**config.mk**
```make
export PLATFORM = sky130hd
export DESIGN_NAME = software_timer_table
export DESIGN_NICKNAME = d
export VERILOG_FILES = /design/src/rtl/core/stt_pkg.sv /design/src/rtl/core/stt_ram.sv /design/src/rtl/core/software_timer_table.sv
export SDC_FILE = /design/constraint.sdc
export NUM_CORES = 2
export LEC_CHECK = 0
export ABC_AREA = 0
export ABC_CLOCK_PERIOD_IN_PS = 16400
export BUFFER_PORTS_ARGS = -buffer_cell sky130_fd_sc_hd__clkbuf_2
export CAP_MARGIN = 20
export CORE_MARGIN = 4
export CORE_UTILIZATION = 35
export CTS_BUF_LIST = sky130_fd_sc_hd__clkbuf_8
export CTS_CLUSTER_SIZE = 40
export DETAILED_ROUTE_END_ITERATION = 8
export SYNTH_ARGS = -nofsm -noshare
export SYNTH_HDL_FRONTEND = slang
export SYNTH_SLANG_ARGS = --single-unit
```
**constraint.sdc**
```tcl
create_clock -name clock -period 16.4 [get_ports clock]
set_input_delay 1.64 -clock clock [delete_from_list [all_inputs] [get_ports clock]]
set_output_delay 1.64 -clock clock [all_outputs]
set_load 0.01 [all_outputs]
```
**src/rtl/core/stt_pkg.sv**
```systemverilog
// Package for the software timer table: request/response beat types and constants.
// No dependencies.
`timescale 1ns / 1ps
package stt_pkg;

   localparam logic [1:0] REQ_CREATE = 2'd0;
   localparam logic [1:0] REQ_TICK   = 2'd1;
   localparam logic [1:0] REQ_CANCEL = 2'd2;

   localparam logic [31:0] SHIFT_DOWN = 32'hFFFF_FFFE - 32'd999;
   localparam logic [31:0] UNLIMITED  = 32'hFFFF_FFFF;

   typedef struct packed {
      logic [1:0]  req_type;
      logic [31:0] interval;
      logic [31:0] repeat_count;
      logic [15:0] callback_id;
      logic [31:0] extra_word;
      logic [15:0] owner_task;
      logic [3:0]  cancel_slot;
   } req_type_type;

   typedef struct packed {
      logic        fired;
      logic [3:0]  fired_slot;
      logic [15:0] fired_callback;
      logic [31:0] fired_extra;
      logic [15:0] fired_owner;
      logic        accepted;
      logic [4:0]  entry_count;
   } rsp_type_type;

   // one table entry as stored in memory
   typedef struct packed {
      logic [31:0] interval;
      logic [31:0] remaining;
      logic [31:0] due;
      logic [15:0] callback;
      logic [31:0] extra;
      logic [15:0] owner;
   } entry_type;

   localparam int ENTRY_W = $bits(entry_type);

endpackage

```
**src/rtl/core/stt_ram.sv**
```systemverilog
// Generic single-port-write, single-port-read RAM with registered read data.
// No dependencies.
`timescale 1ns / 1ps
module stt_ram #(
   parameter int WIDTH = 8,
   parameter int DEPTH = 16
) (
   input  logic                                         clock,
   input  logic                                         wr_en,
   input  logic [((DEPTH > 1) ? $clog2(DEPTH) : 1)-1:0] wr_addr,
   input  logic [WIDTH-1:0]                             wr_data,
   input  logic [((DEPTH > 1) ? $clog2(DEPTH) : 1)-1:0] rd_addr,
   output logic [WIDTH-1:0]                             rd_data
);
   logic [WIDTH-1:0] mem [DEPTH];

   always_ff @(posedge clock) begin
      if (wr_en) begin
         mem[wr_addr] <= wr_data;
      end
      rd_data <= mem[rd_addr];
   end
endmodule

```
**src/rtl/core/software_timer_table.sv**
```systemverilog
// Top level of the software timer table: control sequencer around one entry RAM.
// Depends on stt_pkg and stt_ram.
`timescale 1ns / 1ps
// Usage:
//   req_* carries one request beat (create, tick or cancel); rsp_* returns exactly
//   one response beat per request. The block handles one request at a time.
//   Create: one write into the entry RAM unless the table is full, then the response.
//   Cancel: shifts the later entries down one place, one read and one write each.
//   Tick: walks the table from position 0, reading each entry; only an entry
//   that is due is written back, and the first due entry ends the walk. Each
//   visited entry takes a read and a write state. A removed entry also costs
//   a compaction pass over the entries behind it. Near the top of the count
//   range the tick first lowers every due time, one pass over all entries
//   below the entry count.
//   The entry RAM port (one read, one write per cycle) sets the pace.
//   Reset clears the tick count and the entry count; the RAM is not cleared,
//   since only positions below the entry count are ever used.
//   The response sits in an output register; a stalled receiver holds it and
//   the block takes no new request until it is taken. req_ready is high only
//   when the sequencer is idle and the output register is empty.
module software_timer_table #(
   parameter int TABLE_DEPTH = 16
) (
   input  logic                 clock,
   input  logic                 reset,
   input  logic                 req_valid,
   output logic                 req_ready,
   input  stt_pkg::req_type_type req_data,
   output logic                 rsp_valid,
   input  logic                 rsp_ready,
   output stt_pkg::rsp_type_type rsp_data
);
   import stt_pkg::*;

   localparam int AW = (TABLE_DEPTH > 1) ? $clog2(TABLE_DEPTH) : 1;
   localparam int CW = $clog2(TABLE_DEPTH + 1);
   localparam logic [CW-1:0] DEPTH_C = CW'(TABLE_DEPTH);

   typedef enum logic [3:0] {
      ST_IDLE, ST_SHIFT_RD, ST_SHIFT_WR, ST_SCAN_RD, ST_SCAN_WR,
      ST_MOVE_RD, ST_MOVE_WR, ST_DONE
   } state_type;

   state_type      state_ff;
   logic [31:0]    tick_ff;
   logic [CW-1:0]  total_ff;
   logic [CW-1:0]  idx_ff;     // current position of the scan or shift
   logic [CW-1:0]  mov_ff;     // destination of a compaction move
   logic           mov_scan_ff; // compaction belongs to a tick scan
   logic           rsp_valid_ff;
   rsp_type_type   rsp_ff;
   rsp_type_type   rsp_in;

   logic           wr_en;
   logic [AW-1:0]  wr_addr, rd_addr;
   entry_type      wr_data, rd_data;

   stt_ram #(.WIDTH(ENTRY_W), .DEPTH(TABLE_DEPTH)) u_ram (
      .clock  (clock),
      .wr_en  (wr_en),
      .wr_addr(wr_addr),
      .wr_data(wr_data),
      .rd_addr(rd_addr),
      .rd_data(rd_data)
   );

   logic [31:0] tick_inc;
   logic        live;
   logic        slot_used;
   logic        req_ok;
   assign tick_inc = tick_ff + 32'd1;
   assign live = (rd_data.remaining == UNLIMITED) ||
                 (rd_data.remaining != 32'd0 && !rd_data.remaining[31]);
   assign slot_used = 32'(req_data.cancel_slot) < 32'(total_ff);
   // accepted flag of the incoming beat
   assign req_ok = (req_data.req_type == REQ_CREATE && total_ff < DEPTH_C) ||
                   (req_data.req_type == REQ_TICK) ||
                   (req_data.req_type == REQ_CANCEL && slot_used);

   assign req_ready = (state_ff == ST_IDLE) && !rsp_valid_ff;
   assign rsp_valid = rsp_valid_ff;
   assign rsp_data  = rsp_ff;

   // RAM port control
   always_comb begin
      wr_en   = 1'b0;
      wr_addr = idx_ff[AW-1:0];
      wr_data = rd_data;
      rd_addr = idx_ff[AW-1:0];
      case (state_ff)
         ST_IDLE: begin
            wr_addr = total_ff[AW-1:0];
            wr_data.interval  = req_data.interval;
            wr_data.remaining = req_data.repeat_count;
            wr_data.due       = tick_ff + req_data.interval - 32'd1;
            wr_data.callback  = req_data.callback_id;
            wr_data.extra     = req_data.extra_word;
            wr_data.owner     = req_data.owner_task;
            wr_en = req_valid && req_ready && req_data.req_type == REQ_CREATE &&
                    total_ff < DEPTH_C;
         end
         ST_SHIFT_WR: begin
            wr_en = 1'b1;
            wr_data.due = rd_data.due - SHIFT_DOWN;
         end
         ST_SCAN_WR: begin
            wr_en = live && (tick_ff > rd_data.due);
            if (rd_data.remaining != UNLIMITED) begin
               wr_data.remaining = rd_data.remaining - 32'd1;
            end
            wr_data.due = rd_data.due + rd_data.interval;
         end
         ST_MOVE_RD: begin
            rd_addr = AW'(mov_ff + CW'(1));
         end
         ST_MOVE_WR: begin
            wr_en   = 1'b1;
            wr_addr = mov_ff[AW-1:0];
         end
         default: ;
      endcase
   end

   // response register: clear on a new beat, fill on a firing, count at the end
   always_comb begin
      rsp_in = rsp_ff;
      case (state_ff)
         ST_IDLE: begin
            if (req_valid && req_ready) begin
               rsp_in = '0;
               rsp_in.accepted = req_ok;
            end
         end
         ST_SCAN_WR: begin
            if (live && (tick_ff > rd_data.due)) begin
               rsp_in.fired          = 1'b1;
               rsp_in.fired_slot     = 4'(idx_ff);
               rsp_in.fired_callback = rd_data.callback;
               rsp_in.fired_extra    = rd_data.extra;
               rsp_in.fired_owner    = rd_data.owner;
            end
         end
         ST_DONE: begin
            rsp_in.entry_count = 5'(total_ff);
         end
         default: ;
      endcase
   end

   // sequencer
   always_ff @(posedge clock) begin
      if (reset) begin
         state_ff     <= ST_IDLE;
         tick_ff      <= '0;
         total_ff     <= '0;
         idx_ff       <= '0;
         mov_ff       <= '0;
         mov_scan_ff  <= 1'b0;
         rsp_valid_ff <= 1'b0;
         rsp_ff       <= '0;
      end else begin
         rsp_ff <= rsp_in;
         if (rsp_valid_ff && rsp_ready) begin
            rsp_valid_ff <= 1'b0;
         end
         case (state_ff)
            ST_IDLE: begin
               if (req_valid && req_ready) begin
                  idx_ff <= '0;
                  case (req_data.req_type)
                     REQ_CREATE: begin
                        if (total_ff < DEPTH_C) begin
                           total_ff <= total_ff + CW'(1);
                        end
                        state_ff <= ST_DONE;
                     end
                     REQ_TICK: begin
                        if (tick_inc > SHIFT_DOWN) begin
                           tick_ff  <= tick_inc - SHIFT_DOWN;
                           state_ff <= ST_SHIFT_RD;
                        end else begin
                           tick_ff  <= tick_inc;
                           state_ff <= ST_SCAN_RD;
                        end
                     end
                     REQ_CANCEL: begin
                        if (slot_used) begin
                           mov_ff      <= CW'(req_data.cancel_slot);
                           mov_scan_ff <= 1'b0;
                           state_ff    <= ST_MOVE_RD;
                        end else begin
                           state_ff <= ST_DONE;
                        end
                     end
                     default: state_ff <= ST_DONE;
                  endcase
               end
            end
            ST_SHIFT_RD: begin
               // lower every due time, one entry per visit
               state_ff <= (idx_ff < total_ff) ? ST_SHIFT_WR : ST_SCAN_RD;
               if (idx_ff >= total_ff) begin
                  idx_ff <= '0;
               end
            end
            ST_SHIFT_WR: begin
               idx_ff   <= idx_ff + CW'(1);
               state_ff <= ST_SHIFT_RD;
            end
            ST_SCAN_RD: begin
               state_ff <= (idx_ff < total_ff) ? ST_SCAN_WR : ST_DONE;
            end
            ST_SCAN_WR: begin
               if (!live) begin
                  // drop: compact the tail over this position
                  mov_ff      <= idx_ff;
                  mov_scan_ff <= 1'b1;
                  state_ff    <= ST_MOVE_RD;
               end else if (tick_ff > rd_data.due) begin
                  state_ff <= ST_DONE;
               end else begin
                  idx_ff   <= idx_ff + CW'(1);
                  state_ff <= ST_SCAN_RD;
               end
            end
            ST_MOVE_RD: begin
               if (mov_ff + CW'(1) < total_ff) begin
                  state_ff <= ST_MOVE_WR;
               end else begin
                  total_ff <= total_ff - CW'(1);
                  state_ff <= mov_scan_ff ? ST_SCAN_RD : ST_DONE;
               end
            end
            ST_MOVE_WR: begin
               mov_ff   <= mov_ff + CW'(1);
               state_ff <= ST_MOVE_RD;
            end
            ST_DONE: begin
               rsp_valid_ff <= 1'b1;
               state_ff     <= ST_IDLE;
            end
            default: state_ff <= ST_IDLE;
         endcase
      end
   end
endmodule
```
==> metrics.txt <==
CP cell instances=nor2b_1 > nand2_1 > nand2_1 > a21boi_4 > buf_4 > buf_4 > buf_4 > buf_4 > nand2_1 > and3_1 > a311oi_1 > a31oi_1 > a21oi_1; via/cell ratio=5.45; root buffer cell=clkbuf_8; final hold viol count=0; final WL=345,000 microns; Mapped Nets=10,100; WS Path Type=flip-flop to flip-flop; first-pass GRT wire length=509,000 microns; RSZ-0062 raised after global routing=no; crit path DAT=around 7900 ps; Worst path top cell family by delay=buffers and inverters; Multi-input gate area=roughly 0.032 sq mm; largest net degree at the start of global routing=197; Port-buffer cells=roughly 210; crit-path most repeated cell=buf_4; layout cells sized above 1=0.106; Initial Util=0.353; clock power share=0.262; # DRC=0; area grow syn2layout=13.1%; status=finished, final reports clean; Die ar.=0.347 sq mm; Power Total=23.1 mW; postcts setup bufs=0; worst clock skew=95.2 ps; leakage=about 48 nW; clock slew at reported path FFs=around 60 ps; post-DP HPWL=179,000 microns; core area=0.335 sq mm; Synth Warn #=0; sw power=8.01 mW; nets@finish=a little over 10,000; EDFF count, synth=between 2,000 and 3,000; die height=589 microns; IO Pins=between 200 and 250; via count=~82,000; drt wl/cell=23.1 microns; final worst path period need=between 7000 and 8000 ps; register area=0.0826 sq mm; Cells after Synth=9,849; Flop pwr share=0.465; FILL cells=31,600; 1st-iter DRT viols=between 9,000 and 10,000; Avg Inst Size Synth=roughly 12 sq um; global route total overflow=0; number of CTS-inserted buffers=450; clock net sink count=2,847; synthesized flop and latch total=2,847; worst min-delay path class=flip-flop to flip-flop; Clock Path Buffers=4; Startpoint Class=flip-flop; sequential fraction of the synthesis area=0.700; # setup viols final=0; Pint=around 15 mW; Sw Ratio=0.347; worst vdd rail ir drop=around 0.12 mV; Largest stage delay, worst path=between 800 and 900 ps; Post-CTS Hold Buffers=0; GP Congestion=just over 0.9; commonest non-fill, non-tap cell in the layout=nand2_1; final core occ=0.399; htree depth=5; synth top area cells=edfxtp_1 65%, nand2_1 9.5%, dfxtp_1 4.9%; setup TNS=0 ps; initial antenna violation count=11; ys async rst share=0; DRT antenna net count=0; crit path max fanout=77; area of placed instances=0.124 sq mm; crit path buf inv count=4; max-capacitance violation count=0; Netlist cell types=88; design area=approximately 0.13 sq mm; clock tree from TritonCTS=yes; max-slew violation count=0; hold_ws=465 ps; cts repair resizes=0; critical path's slowest cell=dfxtp_1; Post-Syn Area=0.118 sq mm; Fmax=142 MHz; commonest non-fill, non-tap cells in the layout=2,984 x nand2_1, 2,560 x edfxtp_1, 712 x nand3_1; worst skew pair latency=1020 ps; final period utilization=0.428; combinational share of power=0.273; Synth area leader=edfxtp_1; number of global-route vias before repair=79,000; die width=between 500 and 600 microns; floorplan row count=212; top cell type's share of synthesized area=0.651; commonest register cell after synthesis=edfxtp_1; worst slew pin tran=1250 ps; Max-slew headroom=0.156; critical path endpoint category=flip-flop; drt pass-1 iters=6; total routing usage reported by global routing=0.191; Pwr Density=173 mW/mm^2; Crit path required time=17,310 ps
## power groups by stage
stage,Combinational [mW],Sequential [mW],Clock (mW)
floorplan,3.91,10.8,0
global placement,5.97,10.9,0
detailed placement,6.18,10.9,0
CTS,6.20,10.7,6.14
global route,6.93,10.7,6.49
finish,6.31,10.7,6.03
## synthesized netlist by cell type (7+ instances only)
| library cell | instances |
|---|---|
| nor3_1 | 34 |
| buf_1 | 35 |
| buf_2 | 10 |
| inv_1 | 192 |
| a311oi_1 | 485 |
| a211oi_1 | 22 |
| a22oi_1 | 11 |
| and4_1 | 7 |
| a21o_1 | 40 |
| nand4_1 | 35 |
| or3_1 | 12 |
| and3_1 | 370 |
| a221o_1 | 10 |
| nor3b_1 | 10 |
| nor2b_1 | 18 |
| ha_1 | 149 |
| nand3_1 | 712 |
| o22ai_1 | 47 |
| o21ai_0 | 146 |
| dfxtp_1 | 287 |
| xor2_1 | 21 |
| edfxtp_1 | 2560 |
| nand2b_1 | 15 |
| o211ai_1 | 15 |
| nor2_1 | 109 |
| or2_2 | 12 |
| o221ai_1 | 17 |
| and2_1 | 10 |
| a31oi_1 | 181 |
| o21bai_1 | 9 |
| a221oi_1 | 9 |
| nand2_1 | 2986 |
| o21a_1 | 13 |
| nand3b_1 | 74 |
| a21oi_1 | 392 |
| clkbuf_1 | 615 |
| mux2i_1 | 25 |
| nor4_1 | 19 |
| xnor2_1 | 39 |
| or4_1 | 10 |
## state kept, by name, indices dropped and copies added (netlist names)
register	count
u_ram.mem	2560
state_ff	3
tick_ff	32
rsp_valid	1
mov_ff	5
mov_scan_ff	1
idx_ff	5
total_ff	5
u_ram.rd_data	160
rsp_data	75
## metrics by stage
step                instances  worst slack (ps)
floorplan                9849              1460
global placement        14100              9560
detailed placement      14100              9480
CTS                     14900              9440
global route            15000              8940
finish                  15000              9380
## worst register-to-register path, delay by kind of cell, from the launching register on
family                 cells  cell delay, ps
buffers and inverters      4            3250
AND/OR/NAND/NOR            5            1420
AO/OA/AOI/OAI              4            1390
flip-flops                 1             880
## cell families after synthesis
| kind of cell | share of synthesized area |
|---|---|
| compound gates | 0.0851 |
| xor+xnor | 0.00445 |
| fa+ha+maj | 0.0163 |
| buf+inv | 0.0273 |
| flops | 0.700 |
| mux | 0.00260 |
| simple gates | 0.164 |
## layout make-up
cell class,instances,area share
diodes,5,0.0000937
well taps,4494,0.0421
clock inverters,307,0.0133
inverters,194,0.00545
clock buffers,536,0.0553
multi-input cells,6147,0.243
flip-flops and latches,2847,0.619
repair buffers,431,0.0224
## final timing paths
kind / start / to / slack (ps) / depth (start not counted)
setup / recovery: state_ff[0] / u_ram.rd_data[36] / 9380 / 13
setup reg to reg: state_ff[0] / u_ram.rd_data[36] / 9380 / 13
hold / removal: u_ram.rd_data[29] / rsp_data[35] / 460 / 2
hold reg to reg: u_ram.rd_data[29] / rsp_data[35] / 460 / 2
## layer usage
metal	global-route usage	wire [microns]	up-vias
met5	0	14	-
met1	0.264	146000	40500
met2	0.303	158000	3735
met4	0.0748	13300	4
met3	0.0286	27100	679
li1	-	-	36600
(Power assumes the default switching activity.)
